--- src/rtl/core/sgr_pkg.sv ---
// Package for the scaled glyph rasterizer: beat structs, register indexes,
// glyph ROM and dot-column expansion. No dependencies.
`default_nettype none

package sgr_pkg;

    localparam int COORD_BITS  = 13;
    localparam int MAX_SCALE   = 8;
    localparam int GLYPH_COUNT = 11;
    localparam int ADDR_BITS   = 26;
    localparam int MASK_BITS   = 8 * MAX_SCALE;
    localparam int COLOR_BITS  = 32;
    localparam int CFG_IDX_BITS = 2;

    // Configuration register indexes
    localparam logic [CFG_IDX_BITS-1:0] CFG_FRAME_WIDTH  = 2'd0;
    localparam logic [CFG_IDX_BITS-1:0] CFG_FRAME_HEIGHT = 2'd1;
    localparam logic [CFG_IDX_BITS-1:0] CFG_LINE_STRIDE  = 2'd2;

    localparam logic [COORD_BITS-1:0] FRAME_WIDTH_RST  = 13'd640;
    localparam logic [COORD_BITS-1:0] FRAME_HEIGHT_RST = 13'd480;
    localparam logic [COORD_BITS-1:0] LINE_STRIDE_RST  = 13'd640;

    typedef struct packed {
        logic [7:0]            char_code;
        logic                  first_of_text;
        logic [COORD_BITS-1:0] text_x;
        logic [COORD_BITS-1:0] text_y;
        logic [3:0]            scale;
        logic [COLOR_BITS-1:0] text_color;
    } sgr_in_t;

    typedef struct packed {
        logic [ADDR_BITS-1:0]  pixel_address;
        logic [MASK_BITS-1:0]  pixel_mask;
        logic [COLOR_BITS-1:0] write_color;
        logic                  last_row;
    } sgr_out_t;

    // 8x8 glyphs, top row in the high byte, leftmost dot in the MSB.
    // Codes outside the font draw blank.
    function automatic logic [7:0] glyph_row(input logic [7:0] code, input logic [2:0] row);
        logic [63:0] g;
        unique case (code)
            8'h42:   g = 64'h7C42427C42427C00; // B
            8'h45:   g = 64'h7E40407C40407E00; // E
            8'h46:   g = 64'h7E40407C40404000; // F
            8'h49:   g = 64'h7E18181818187E00; // I
            8'h4E:   g = 64'h4262524A46424200; // N
            8'h4F:   g = 64'h3C42424242423C00; // O
            8'h53:   g = 64'h3E40403C02027C00; // S
            8'h54:   g = 64'h7E18181818181800; // T
            8'h55:   g = 64'h4242424242423C00; // U
            8'h59:   g = 64'h4242241818181800; // Y
            default: g = '0;                    // space and unknown codes
        endcase
        return g[{~row, 3'b000} +: 8];
    endfunction

    // Clamp scale into 1..MAX_SCALE
    function automatic logic [3:0] scale_clamp(input logic [3:0] sc);
        logic [3:0] r;
        if (sc == 4'd0) begin
            r = 4'd1;
        end else if (sc > 4'(MAX_SCALE)) begin
            r = 4'(MAX_SCALE);
        end else begin
            r = sc;
        end
        return r;
    endfunction

    // Replicate each glyph dot sc times horizontally; bits at 8*sc and up stay 0
    function automatic logic [MASK_BITS-1:0] glyph_expand(input logic [7:0] bits,
                                                         input logic [3:0] sc);
        logic [MASK_BITS-1:0] m;
        m = '0;
        for (int s = 1; s <= MAX_SCALE; s++) begin
            if (sc == 4'(s)) begin
                for (int d = 0; d < 8; d++) begin
                    for (int k = 0; k < MAX_SCALE; k++) begin
                        if (k < s) begin
                            m[d*s+k] = bits[7-d];
                        end
                    end
                end
            end
        end
        return m;
    endfunction

endpackage

`default_nettype wire

--- src/rtl/core/scaled_glyph_rasterizer.sv ---
// Scaled glyph rasterizer top level: sequencer, base address multiplier, row address adder, output register.
// Depends on sgr_pkg.
`default_nettype none

// Channel   Ports                         Beat
// --------  ----------------------------  ------------------------------------------
// input     s_valid / s_ready / s_data    one character (sgr_in_t)
// output    m_valid / m_ready / m_data    one scaled glyph row span (sgr_out_t)
// config    cfg_wr_en / cfg_index / ...   write of frame_width, frame_height, line_stride
//
// A character passes through accept, base address multiply, row beats and cursor
// update. The row beats cover the R rows inside the frame (at most 8*scale, so up
// to 64), one row beat per cycle from the output register; output stalls hold the
// row loop, which runs on a single adder that steps the address by line_stride.
// Reset clears the sequencer and cursor and loads the config registers with their
// defaults; s_ready is high only while the sequencer is idle.

module scaled_glyph_rasterizer (
    input  wire logic                              aclk,
    input  wire logic                              aresetn,
    input  wire logic                              s_valid,
    output logic                                   s_ready,
    input  wire sgr_pkg::sgr_in_t                  s_data,
    output logic                                   m_valid,
    input  wire logic                              m_ready,
    output sgr_pkg::sgr_out_t                      m_data,
    input  wire logic                              cfg_wr_en,
    input  wire logic [sgr_pkg::CFG_IDX_BITS-1:0]  cfg_index,
    input  wire logic [sgr_pkg::COORD_BITS-1:0]    cfg_wdata
);
    import sgr_pkg::*;

    localparam logic [1:0] ST_IDLE = 2'd0;
    localparam logic [1:0] ST_MUL  = 2'd1;
    localparam logic [1:0] ST_ROWS = 2'd2;
    localparam logic [1:0] ST_ADV  = 2'd3;

    localparam int CLIP_BITS = $clog2(MASK_BITS) + 1;

    logic [1:0]              state_reg, state_next;
    logic [COORD_BITS-1:0]   fw_reg, fh_reg, stride_reg;
    logic [COORD_BITS-1:0]   cursor_reg, cursor_next;
    logic [7:0]              code_reg, code_next;
    logic [COLOR_BITS-1:0]   color_reg, color_next;
    logic [3:0]              scale_reg, scale_next;
    logic [COORD_BITS:0]     y_reg, y_next;          // text_y + row, one spare bit
    logic [2:0]              sub_reg, sub_next;      // repeat count within a dot row
    logic [2:0]              grow_reg, grow_next;    // glyph row
    logic [ADDR_BITS-1:0]    addr_reg, addr_next;
    logic [MASK_BITS-1:0]    clip_reg, clip_next;
    logic                    m_valid_reg, m_valid_next;
    sgr_out_t                m_data_reg, m_data_next;

    logic                    s_fire, out_free, row_last;
    logic [COORD_BITS:0]     y_inc;
    logic [3:0]              scale_m1;
    logic [2*COORD_BITS-1:0] base_prod;
    logic [COORD_BITS:0]     clip_diff;
    logic [CLIP_BITS-1:0]    clip_lim;
    logic [COORD_BITS:0]     cursor_sum;

    assign s_ready  = (state_reg == ST_IDLE);
    assign s_fire   = s_valid && s_ready;
    assign out_free = !m_valid_reg || m_ready;
    assign m_valid  = m_valid_reg;
    assign m_data   = m_data_reg;

    assign y_inc    = y_reg + (COORD_BITS+1)'(1);
    assign scale_m1 = scale_reg - 4'd1;
    // Final row: last scaled row of the glyph, or the next line falls off the frame
    assign row_last = ((grow_reg == 3'd7) && ({1'b0, sub_reg} == scale_m1))
                   || (y_inc >= {1'b0, fh_reg});

    assign base_prod  = y_reg[COORD_BITS-1:0] * stride_reg;
    assign clip_diff  = {1'b0, fw_reg} - {1'b0, cursor_reg};
    // cursor + 9*scale, saturating
    assign cursor_sum = {1'b0, cursor_reg} + (COORD_BITS+1)'({scale_reg, 3'b000})
                      + (COORD_BITS+1)'(scale_reg);

    always_comb begin
        // number of visible columns from the cursor, capped at the mask width
        if (fw_reg <= cursor_reg) begin
            clip_lim = '0;
        end else if (clip_diff >= (COORD_BITS+1)'(MASK_BITS)) begin
            clip_lim = CLIP_BITS'(MASK_BITS);
        end else begin
            clip_lim = clip_diff[CLIP_BITS-1:0];
        end
    end

    always_comb begin
        state_next   = state_reg;
        cursor_next  = cursor_reg;
        code_next    = code_reg;
        color_next   = color_reg;
        scale_next   = scale_reg;
        y_next       = y_reg;
        sub_next     = sub_reg;
        grow_next    = grow_reg;
        addr_next    = addr_reg;
        clip_next    = clip_reg;
        m_valid_next = m_valid_reg && !m_ready;
        m_data_next  = m_data_reg;

        unique case (state_reg)
            ST_IDLE: begin
                if (s_fire) begin
                    code_next  = s_data.char_code;
                    color_next = s_data.text_color;
                    scale_next = scale_clamp(s_data.scale);
                    y_next     = {1'b0, s_data.text_y};
                    if (s_data.first_of_text) begin
                        cursor_next = s_data.text_x;
                    end
                    state_next = ST_MUL;
                end
            end
            ST_MUL: begin
                addr_next = base_prod[ADDR_BITS-1:0] + ADDR_BITS'(cursor_reg);
                for (int c = 0; c < MASK_BITS; c++) begin
                    clip_next[c] = (CLIP_BITS'(c) < clip_lim);
                end
                sub_next  = '0;
                grow_next = '0;
                if (y_reg >= {1'b0, fh_reg}) begin
                    state_next = ST_ADV;            // whole glyph below the frame
                end else begin
                    state_next = ST_ROWS;
                end
            end
            ST_ROWS: begin
                if (out_free) begin
                    m_valid_next              = 1'b1;
                    m_data_next.pixel_address = addr_reg;
                    m_data_next.pixel_mask    =
                        glyph_expand(glyph_row(code_reg, grow_reg), scale_reg) & clip_reg;
                    m_data_next.write_color   = color_reg;
                    m_data_next.last_row      = row_last;
                    addr_next = addr_reg + ADDR_BITS'(stride_reg);
                    y_next    = y_inc;
                    if ({1'b0, sub_reg} == scale_m1) begin
                        sub_next  = '0;
                        grow_next = grow_reg + 3'd1;
                    end else begin
                        sub_next = sub_reg + 3'd1;
                    end
                    if (row_last) begin
                        state_next = ST_ADV;
                    end
                end
            end
            ST_ADV: begin
                if (cursor_sum[COORD_BITS]) begin
                    cursor_next = '1;
                end else begin
                    cursor_next = cursor_sum[COORD_BITS-1:0];
                end
                state_next = ST_IDLE;
            end
            default: state_next = ST_IDLE;
        endcase
    end

    always_ff @(posedge aclk) begin
        if (!aresetn) begin
            state_reg   <= ST_IDLE;
            cursor_reg  <= '0;
            m_valid_reg <= 1'b0;
            fw_reg      <= FRAME_WIDTH_RST;
            fh_reg      <= FRAME_HEIGHT_RST;
            stride_reg  <= LINE_STRIDE_RST;
        end else begin
            state_reg   <= state_next;
            cursor_reg  <= cursor_next;
            m_valid_reg <= m_valid_next;
            if (cfg_wr_en) begin
                unique case (cfg_index)
                    CFG_FRAME_WIDTH:  fw_reg     <= cfg_wdata;
                    CFG_FRAME_HEIGHT: fh_reg     <= cfg_wdata;
                    CFG_LINE_STRIDE:  stride_reg <= cfg_wdata;
                    default: ;                       // unused index: ignored
                endcase
            end
        end
    end

    // payload, no reset
    always_ff @(posedge aclk) begin
        code_reg   <= code_next;
        color_reg  <= color_next;
        scale_reg  <= scale_next;
        y_reg      <= y_next;
        sub_reg    <= sub_next;
        grow_reg   <= grow_next;
        addr_reg   <= addr_next;
        clip_reg   <= clip_next;
        m_data_reg <= m_data_next;
    end

endmodule

`default_nettype wire

--- config.mk ---
export PLATFORM = sky130hd
export DESIGN_NAME = scaled_glyph_rasterizer
export DESIGN_NICKNAME = d
export VERILOG_FILES = /design/src/rtl/core/sgr_pkg.sv /design/src/rtl/core/scaled_glyph_rasterizer.sv
export SDC_FILE = /design/constraint.sdc
export NUM_CORES = 1
export LEC_CHECK = 0
export BUFFER_PORTS_ARGS = -buffer_cell sky130_fd_sc_hd__buf_2
export CELL_PAD_IN_SITES_DETAIL_PLACEMENT = 0
export CELL_PAD_IN_SITES_GLOBAL_PLACEMENT = 1
export CORE_MARGIN = 4
export CORE_UTILIZATION = 53
export CTS_BUF_LIST = sky130_fd_sc_hd__clkbuf_8
export CTS_CLUSTER_DIAMETER = 100
export CTS_CLUSTER_SIZE = 14
export DETAILED_ROUTE_END_ITERATION = 8
export MAX_ROUTING_LAYER = met4
export PLACE_DENSITY_LB_ADDON = 0.25
export SYNTH_ARGS = -nofsm -noshare
export SYNTH_HDL_FRONTEND = slang
export SYNTH_SLANG_ARGS = --single-unit
--- constraint.sdc ---
create_clock -name aclk -period 8.9 [get_ports aclk]
set_clock_uncertainty 0.05 [all_clocks]
set_input_delay 0.89 -clock aclk [delete_from_list [all_inputs] [get_ports aclk]]
set_output_delay 0.89 -clock aclk [all_outputs]
set_load 0.01 [all_outputs]
# Word-level counts from Yosys, hierarchy flattened
# Cells that the tools add are included.
dict set report op_classes {
  add_sub_neg 9
  multipliers 1
  order_cmp 69
  eq_ne 30
  shift 1
  mux 38
  n_bitwise 2
  reduce_logical 24
}
# operator count
set ops {}
lappend ops {{63-bit case mux with 10 select lines} 1}
lappend ops {{64-bit 2-to-1 mux} 5}
lappend ops {{6-bit by 7-bit < comparator with 1-bit output (first input constant)} 32}
lappend ops {{5-bit by 7-bit < comparator with 1-bit output (first input constant)} 16}
lappend ops {{8-bit by 7-bit equality test with 1-bit output (second input constant)} 10}
lappend ops {{64-bit AND} 1}
lappend ops {{64-bit by 7-bit indexed part select with 8-bit output} 1}
lappend ops {{4-bit by 7-bit < comparator with 1-bit output (first input constant)} 8}
lappend ops {{56-bit 2-to-1 mux} 1}
lappend ops {{26-bit by 13-bit adder with 26-bit output} 2}
lappend ops {{26-bit case mux with 2 select lines} 1}
lappend ops {{48-bit 2-to-1 mux} 1}
lappend ops {{40-bit 2-to-1 mux} 1}
lappend ops {{13-bit 2-to-1 mux} 3}
lappend ops {{32-bit 2-to-1 mux} 1}
lappend ops {{14-bit by 13-bit greater-or-equal comparator with 1-bit output} 2}
lappend ops {{3-bit by 7-bit < comparator with 1-bit output (first input constant)} 4}
lappend ops {{14-bit 2-to-1 mux} 2}
lappend ops {{14-bit case mux with 2 select lines} 1}
lappend ops {{13-bit by 13-bit multiplier with 26-bit output} 1}
lappend ops {{26-bit 2-to-1 mux} 1}
lappend ops {{13-bit case mux with 2 select lines} 1}
lappend ops {{24-bit 2-to-1 mux} 1}
lappend ops {{4-bit by 3-bit equality test with 1-bit output (second input constant)} 4}
lappend ops {{39 further kinds} 73}
dict set report totals {
  reg_bits 332
  in_bits 91
  output_inout_bits 125
  word_cells 193
}

# Longest topological paths before layout
# Gate-level depths: netlist (run 1).
dict set report logic_depth {
  depth_word 16
  ltp_mapped 23
  ltp_nobuf 22
}

# Worst setup path after synthesis (run 1)
# OpenSTA, ideal clock, no wires.
dict set report synth_timing {
  kind {register to register}
  start {reg y_reg[2]}
  end {reg addr_reg[25] (data pin)}
  setup_ps 270
  arrival_time_ps 5779
  required_ps 8580
  setup_slack_ps 2801
  stages_incl_launch_ff 22
  path_buffers 2
  synth_period_minus_slack_ps 6099
  cell_sequence {edfxtp_1 -> clkbuf_1 -> clkbuf_1 -> nand2_1 -> fa_1 -> fa_1 -> inv_1 -> fa_1 -> fa_1 -> fa_1 -> inv_1 -> fa_1 -> inv_1 -> ha_1 -> a21oi_1 -> o21ai_0 -> a31oi_1 -> o22ai_1 -> o41ai_1 -> o21ai_0 -> xnor2_1 -> mux2i_1}
}
dict set report synth_via {
  elab_chain_len 3
}
# element line_no
set synth_rtl {}
lappend synth_rtl {{start: declaration} scaled_glyph_rasterizer.sv:46} ;# logic [COORD_BITS:0] y_reg, y_next;
lappend synth_rtl {{start signal: assignment} scaled_glyph_rasterizer.sv:192} ;# y_reg <= y_next;
lappend synth_rtl {{13-bit by 13-bit multiplier with 26-bit output} scaled_glyph_rasterizer.sv:74} ;# assign base_prod = y_reg[COORD_BITS-1:0] * stride_reg;
lappend synth_rtl {{26-bit by 13-bit adder with 26-bit output} scaled_glyph_rasterizer.sv:119} ;# addr_next = base_prod[ADDR_BITS-1:0] + ADDR_BITS'(cursor_reg);
lappend synth_rtl {{26-bit case mux with 2 select lines} scaled_glyph_rasterizer.sv:105} ;# unique case (state_reg)
lappend synth_rtl {{via addr_next[25]} scaled_glyph_rasterizer.sv:49} ;# logic [ADDR_BITS-1:0] addr_reg, addr_next;
lappend synth_rtl {{end signal: assignment} scaled_glyph_rasterizer.sv:195} ;# addr_reg <= addr_next;
lappend synth_rtl {{end: declaration} scaled_glyph_rasterizer.sv:49}
# The timed path passes the listed nets, and every way through them passes these cells.
# A chain may end at the register's enable or synchronous reset.

# Final worst setup path (run 1)
dict set report layout_timing {
  start {reg y_reg[3]}
  end {reg addr_reg[25] (data pin)}
}
# Same word-level chain as after synthesis.

==> impl_metrics.csv, run 1 <==
group,metric,value,unit
logic_synthesis,yosysWarnings,0,
logic_synthesis,synth_most_common_cell,"edfxtp_1",
critical_path,worstPathMaxFanout,18,
logic_synthesis,synth_commonest_cells,"edfxtp_1 (259), nand2_1 (252), inv_1 (210)",
logic_synthesis,yosysTopAreaCell,"edfxtp_1",
critical_path,crit_type,"register to register",
logic_synthesis,syn_avg_cell_area,10.4,µm²
route,via_per_inst,5.74,
floorplanning,dieArea,0.0450,mm²
sta,slew_headroom,0.258,
run_status,status,"completed",
floorplanning,die_height,212,µm
final_layout,final_area,0.0239,mm²
place,dpl-instance-area,0.0235,mm²
critical_path,cp.arrival,7.00,ns
logic_synthesis,ys_types,85,
final_layout,area_growth,8.26,%
power,vdd_drop_max,0.240,mV
power,totalPowerFinal,8.23,mW
sta,timing.hold.ws,0.374,ns
sta,max_slew.worst_pin.slew,1.11,ns
power,p_sw,3.75,mW
logic_synthesis,async_reset_ff_frac,0,
route,wl_per_cell,19.8,µm
sta,tns,0,ns
clock_network,h-tree-depth,1,
power,intPower,4.49,mW
grt,antenna_found_initial,0,
power,seq_power_share,0.335,
grt,grt_max_degree,75,
route,vias,16200,
route,antenna_left,0,
critical_path,critPathCaptureType,"register",
clock_network,cts_tree,"yes",
route,drtIter0Drc,1161,
route,drc,0,
sta,setup_violations,0,
sta,report.final.slew_viol_count,0,
clock_network,hold_buffers,0,
clock_network,cts-root-buf,"clkbuf_8",
sta,max_freq,0.148,GHz
logic_synthesis,synth.area.top_cells,"edfxtp_1 (35%), fa_1 (12%), ha_1 (9.5%)",
power,combinationalPowerShare,0.575,
clock_network,post_cts_buffers,0,
place,port_buffers,206,
power,pwr-share-clk,0.090,
logic_synthesis,syn_area,0.0221,mm²
logic_synthesis,netlist_instances,2132,
logic_synthesis,synth_top_cell_area_share,0.352,
power,p_leak,10.1,nW
floorplanning,num_rows,74,
place,gp_congestion,0.881,
logic_synthesis,yosys_register_bits,314,
route,drt-total-wl,55900,µm
clock_network,cts.clk_slew.worst_paths,0.10,ns
grt,grt_overflow,0,
final_layout,largest_register_ffs,114,
logic_synthesis,synth_edf_count,259,
critical_path,required,9.16,ns
floorplanning,io_pins,216,
route,first_pass_iters,5,
run,max_cap_violations,0,
place,hpwl,43000,µm
power,p_per_area,344,mW/mm²
clock_network,cts_buffer_depth,3,
sta,rsz0062_at_grt,"no",
clock_network,clock-sinks,314,
floorplanning,core,0.0410,mm²
clock_network,cts_made_buffers,26,
final_layout,final_nets,2677,
grt,grt_pass1_wl,89400,µm
sta,hold_viol,0,
logic_synthesis,ys.flop_type,"edfxtp_1",
min_path,min_path_type,"register to register",
grt,grt_pass1_vias,16600,
floorplanning,initial_utilization,0.539,
final_layout,drive_gt1_frac,0.133,
logic_synthesis,seq_area_frac_synth,0.402,
power,switching_share,0.455,
sta,min_period,6.75,ns
grt,grt_usage,0.256,
sta,timing.final.crit_share,0.758,
clock_network,worstSkewPairLatency,0.62,ns
critical_path,crit_path_start_kind,"register",
clock_network,cts_resized,0,
floorplanning,die_w,212,µm
[kinds of logic (layout without fill, tap and decap cells)]
family	Yosys count	in the layout	share of synthesized area
adder cells (fa/ha/maj)	301	301	0.216
other	1	11	0.000170
flip-flops	314	314	0.402
AND/OR/NAND/NOR	662	662	0.153
AO/OA/AOI/OAI	441	441	0.132
XOR/XNOR	73	73	0.0289
buffers and inverters	316	468	0.0564
multiplexers	24	24	0.0118
[critical path, stage by stage (launching register included)]
cell	delay, ns
edfxtp_1	0.67
and2_1	0.30
fa_1	0.53
inv_1	0.05
fa_1	0.48
inv_1	0.06
fa_1	0.53
fa_1	0.53
fa_1	0.54
inv_1	0.05
fa_1	0.50
inv_1	0.04
ha_1	0.36
a21oi_1	0.21
o21ai_0	0.13
a31oi_1	0.23
o22ai_1	0.17
o41ai_1	0.53
o21ai_0	0.20
xnor2_1	0.19
mux2i_1	0.08
[placed cells by master, fill, tap and decap left out, types with 23 or more instances in the layout]
cell / n
o21ai_0: 72
nand3_1: 34
nand2_1: 252
nor2b_1: 40
xnor2_1: 43
xor2_1: 30
fa_1: 134
nor2_1: 75
edfxtp_1: 259
a21o_1: 26
clkbuf_8: 27
and3_1: 26
a21oi_1: 144
and2_1: 112
buf_2: 206
ha_1: 165
nor3_1: 23
inv_1: 215
dfxtp_1: 55
[path summary, 6_finish.rpt]
kind / startpoint / to / cells after the start / slack [ns]
max reg2reg: y_reg[3] / addr_reg[25] / 20 / 2.15
max: y_reg[3] / addr_reg[25] / 20 / 2.15
min reg2reg: color_reg[11] / m_data[12] / 0 / 0.37
min: color_reg[11] / m_data[12] / 0 / 0.37
[power by group through the flow]
stage          registers (mW)  logic [mW]  clock network (mW)
2_1_floorplan            2.63        3.52                   0
3_3_place_gp             2.77        4.62                   0
3_5_place_dp             2.79        4.71                   0
4_1_cts                  2.76        4.75               0.771
5_1_grt                  2.82        5.38               0.827
6_report                 2.76        4.73               0.745
[area by class of cell]
cell class	count	area, µm²
Antenna cell	2	5.00
Clock buffer	27	372
Inverter	211	795
Fill cell	3553	17100
Sequential cell	314	8880
Multi-Input combinational cell	1510	12000
Clock inverter	8	38.8
Tap cell	532	666
Timing Repair Buffer	222	1150
[metrics by stage]
step	instances	utilization	setup slack [ns]
floorplan	2140	-	2.80
global placement	2789	0.573	2.39
detailed placement	2789	0.573	2.23
CTS	2824	0.583	2.15
global route	2824	0.583	1.86
finish	2826	0.583	2.15
[metal layers]
metal,vias up,GRT usage,routed length [µm]
met5,-,-,0
met4,0,0.0740,1630
met3,86,0.0233,2790
met2,474,0.432,27900
met1,7939,0.333,23600
li1,7722,-,-
No activity file was read; power rests on OpenSTA's default activity.
==> run 2, diff against run 1 <==
Settings changed: CORE_UTILIZATION 53 to 44.
Clock period 8.9 ns to 5.85 ns, I/O delays scaled along.
==> impl_metrics.csv, run 2 (synthesis results as in run 1) <==
group,metric,value,unit
run_status,status,"finished, violations left",
run_status,violations,"setup timing",
critical_path,cp.arrival,6.16,ns
grt,grt_pass1_vias,16500,
clock_network,clock-sinks,314,
final_layout,finish.utilization,0.511,
min_path,worstHoldStart,"s_data[66]",
min_path,hold_path_depth,1,
sta,max_slew.worst_pin.slew,1.25,ns
floorplanning,num_rows,81,
place,port_buffers,206,
route,wl_per_cell,19.4,µm
grt,grt_usage,0.220,
route,drtIter0Drc,964,
min_path,whs_endpoint,"code_reg[3]",
route,vias,16600,
clock_network,cts_tree,"yes",
place,dpl-instance-area,0.0242,mm²
grt,grt_max_degree,58,
sta,hold_viol,0,
route,first_pass_iters,6,
clock_network,cts_buffer_depth,3,
sta,slew_headroom,0.162,
critical_path,crit_path_start_kind,"register",
min_path,min_path_type,"input pin to register",
route,antenna_left,0,
critical_path,reg2reg_to,"addr_reg[23]",
critical_path,required,6.14,ns
sta,timing.hold.ws,0.0447,ns
critical_path,crit_type,"register to register",
critical_path,crit_path_max_incr_delay,0.54,ns
final_layout,fillers,4607,
place,dp.cells,2995,
clock_network,worstSkewPairLatency,0.66,ns
final_layout,final_nets,2764,
floorplanning,dieArea,0.0539,mm²
final_layout,final_common_cell,"edfxtp_1",
sta,rsz0062_at_grt,"yes",
clock_network,h-tree-depth,1,
route,via_per_inst,5.44,
critical_path,worstPathMaxFanout,5,
critical_path,cp_num_buf_inv,6,
final_layout,final_area,0.0252,mm²
critical_path,crit_family,"adder cells",
route,drt-total-wl,59000,µm
critical_path,r2r-start,"y_reg[7]",
final_layout,area_growth,13.9,%
sta,min_period,5.87,ns
sta,fin_ws,-0.0155,ns
floorplanning,die_height,232,µm
sta,report.final.slew_viol_count,0,
final_layout,largest_register_ffs,114,
place,hpwl,45800,µm
critical_path,crit_chain,"and2_4, fa_1, inv_1, fa_1, inv_1, fa_1, fa_1, fa_1, inv_1, fa_1, inv_1, ha_4, buf_4, nand4_1, or2_4, o22ai_4, o41ai_4, buf_4, xnor2_2, nor2_1, a21oi_1",
grt,antenna_found_initial,0,
clock_network,cts-root-buf,"clkbuf_8",
grt,grt_overflow,0,
power,p_per_area,555,mW/mm²
power,totalPowerFinal,14.0,mW
run,max_cap_violations,0,
critical_path,r2r_slack,-0.02,ns
clock_network,cts.clk_slew.worst_paths,0.11,ns
place,gp_congestion,0.916,
clock_network,hold_buffers,0,
clock_network,cts_made_buffers,27,
sta,max_freq,0.170,GHz
route,drc,0,
grt,grt_pass1_wl,92100,µm
final_layout,finalNonFillerCells,3044,
power,p_leak,10.6,nW
floorplanning,io_pins,216,
final_layout,diodes,0,
sta,timing.final.crit_share,1.00,
critical_path,crit_top_cell,"fa_1",
power,vdd_drop_max,0.487,mV
floorplanning,initial_utilization,0.448,
sta,setup_violations,1,
critical_path,cp_slowest_cell,"fa_1",
floorplanning,core,0.0493,mm²
final_layout,drive_gt1_frac,0.189,
final_layout,final_cell_mix,"edfxtp_1 (259), nand2_1 (251), inv_1 (208)",
critical_path,critPathCaptureType,"register",
critical_path,reg2regPathDepth,21,
floorplanning,die_w,232,µm
run 2: stage by stage:
stage,TNS (ns),worst slack (ns)
after global placement,-0.105,-0.0586
after detailed placement,-0.218,-0.108
after floorplan,-0.00883,-0.00883
after global routing,-1.90,-0.270
final,-0.0155,-0.0155
after CTS,-0.0159,-0.0154
run 2: cell type report:
| type | instances | area, µm² | area share |
|---|---|---|---|
| multi-input combinational | 1510 | 12400 | 0.492 |
| sequential | 314 | 8880 | 0.353 |
| timing repair buffer | 308 | 1840 | 0.0732 |
| tap | 664 | 831 | 0.0330 |
| inverter | 211 | 795 | 0.0316 |
| clock buffer | 28 | 385 | 0.0153 |
| clock inverter | 9 | 58.8 | 0.00234 |
run 2: worst max path at each step:
stage                   from  cells after the start  slack [ns]      endpoint
detailed placement  y_reg[9]                     20       -0.11  addr_reg[22]
finish              y_reg[7]                     21       -0.02  addr_reg[23]
CTS                 y_reg[7]                     23       -0.02  addr_reg[13]
global route        y_reg[5]                     21       -0.27  addr_reg[23]
global placement    y_reg[9]                     20       -0.06  addr_reg[25]
floorplan           y_reg[5]                     22      -0.009  addr_reg[25]
run 2: worst register-to-register path: cells and delay by family (launching register included):
kind,cells,cell delay [ns]
fa+ha+maj,7,3.35
simple gates,4,0.75
flops,1,0.43
buf+inv,6,0.51
compound gates,3,0.37
xor+xnor,1,0.12
run 2: timing repair:
item / 4_1_cts / 5_1_grt
gates resized for setup: 10 / 72
pin swaps: 10 / 46
buffers inserted: 5 / 7
setup endpoints to repair: 5 / 16
endpoints found under the hold margin: 0 / 0
run 2: report_power, final:
part / internal (mW) / switching, mW
Clock: 0.444 / 0.756
Sequential: 3.56 / 0.447
Combinational: 3.75 / 5.01
Total: 7.75 / 6.21
run 2: layer usage:
layer / vias to the layer above / wire length, µm / GRT usage / part of all wire
met4: 0 / 1650 / 0.0594 / 0.028
met2: 444 / 29200 / 0.370 / 0.49
met1: 8119 / 25500 / 0.288 / 0.43
li1: 7909 / - / - / -
met5: - / 0 / - / 0
met3: 92 / 2750 / 0.0217 / 0.047
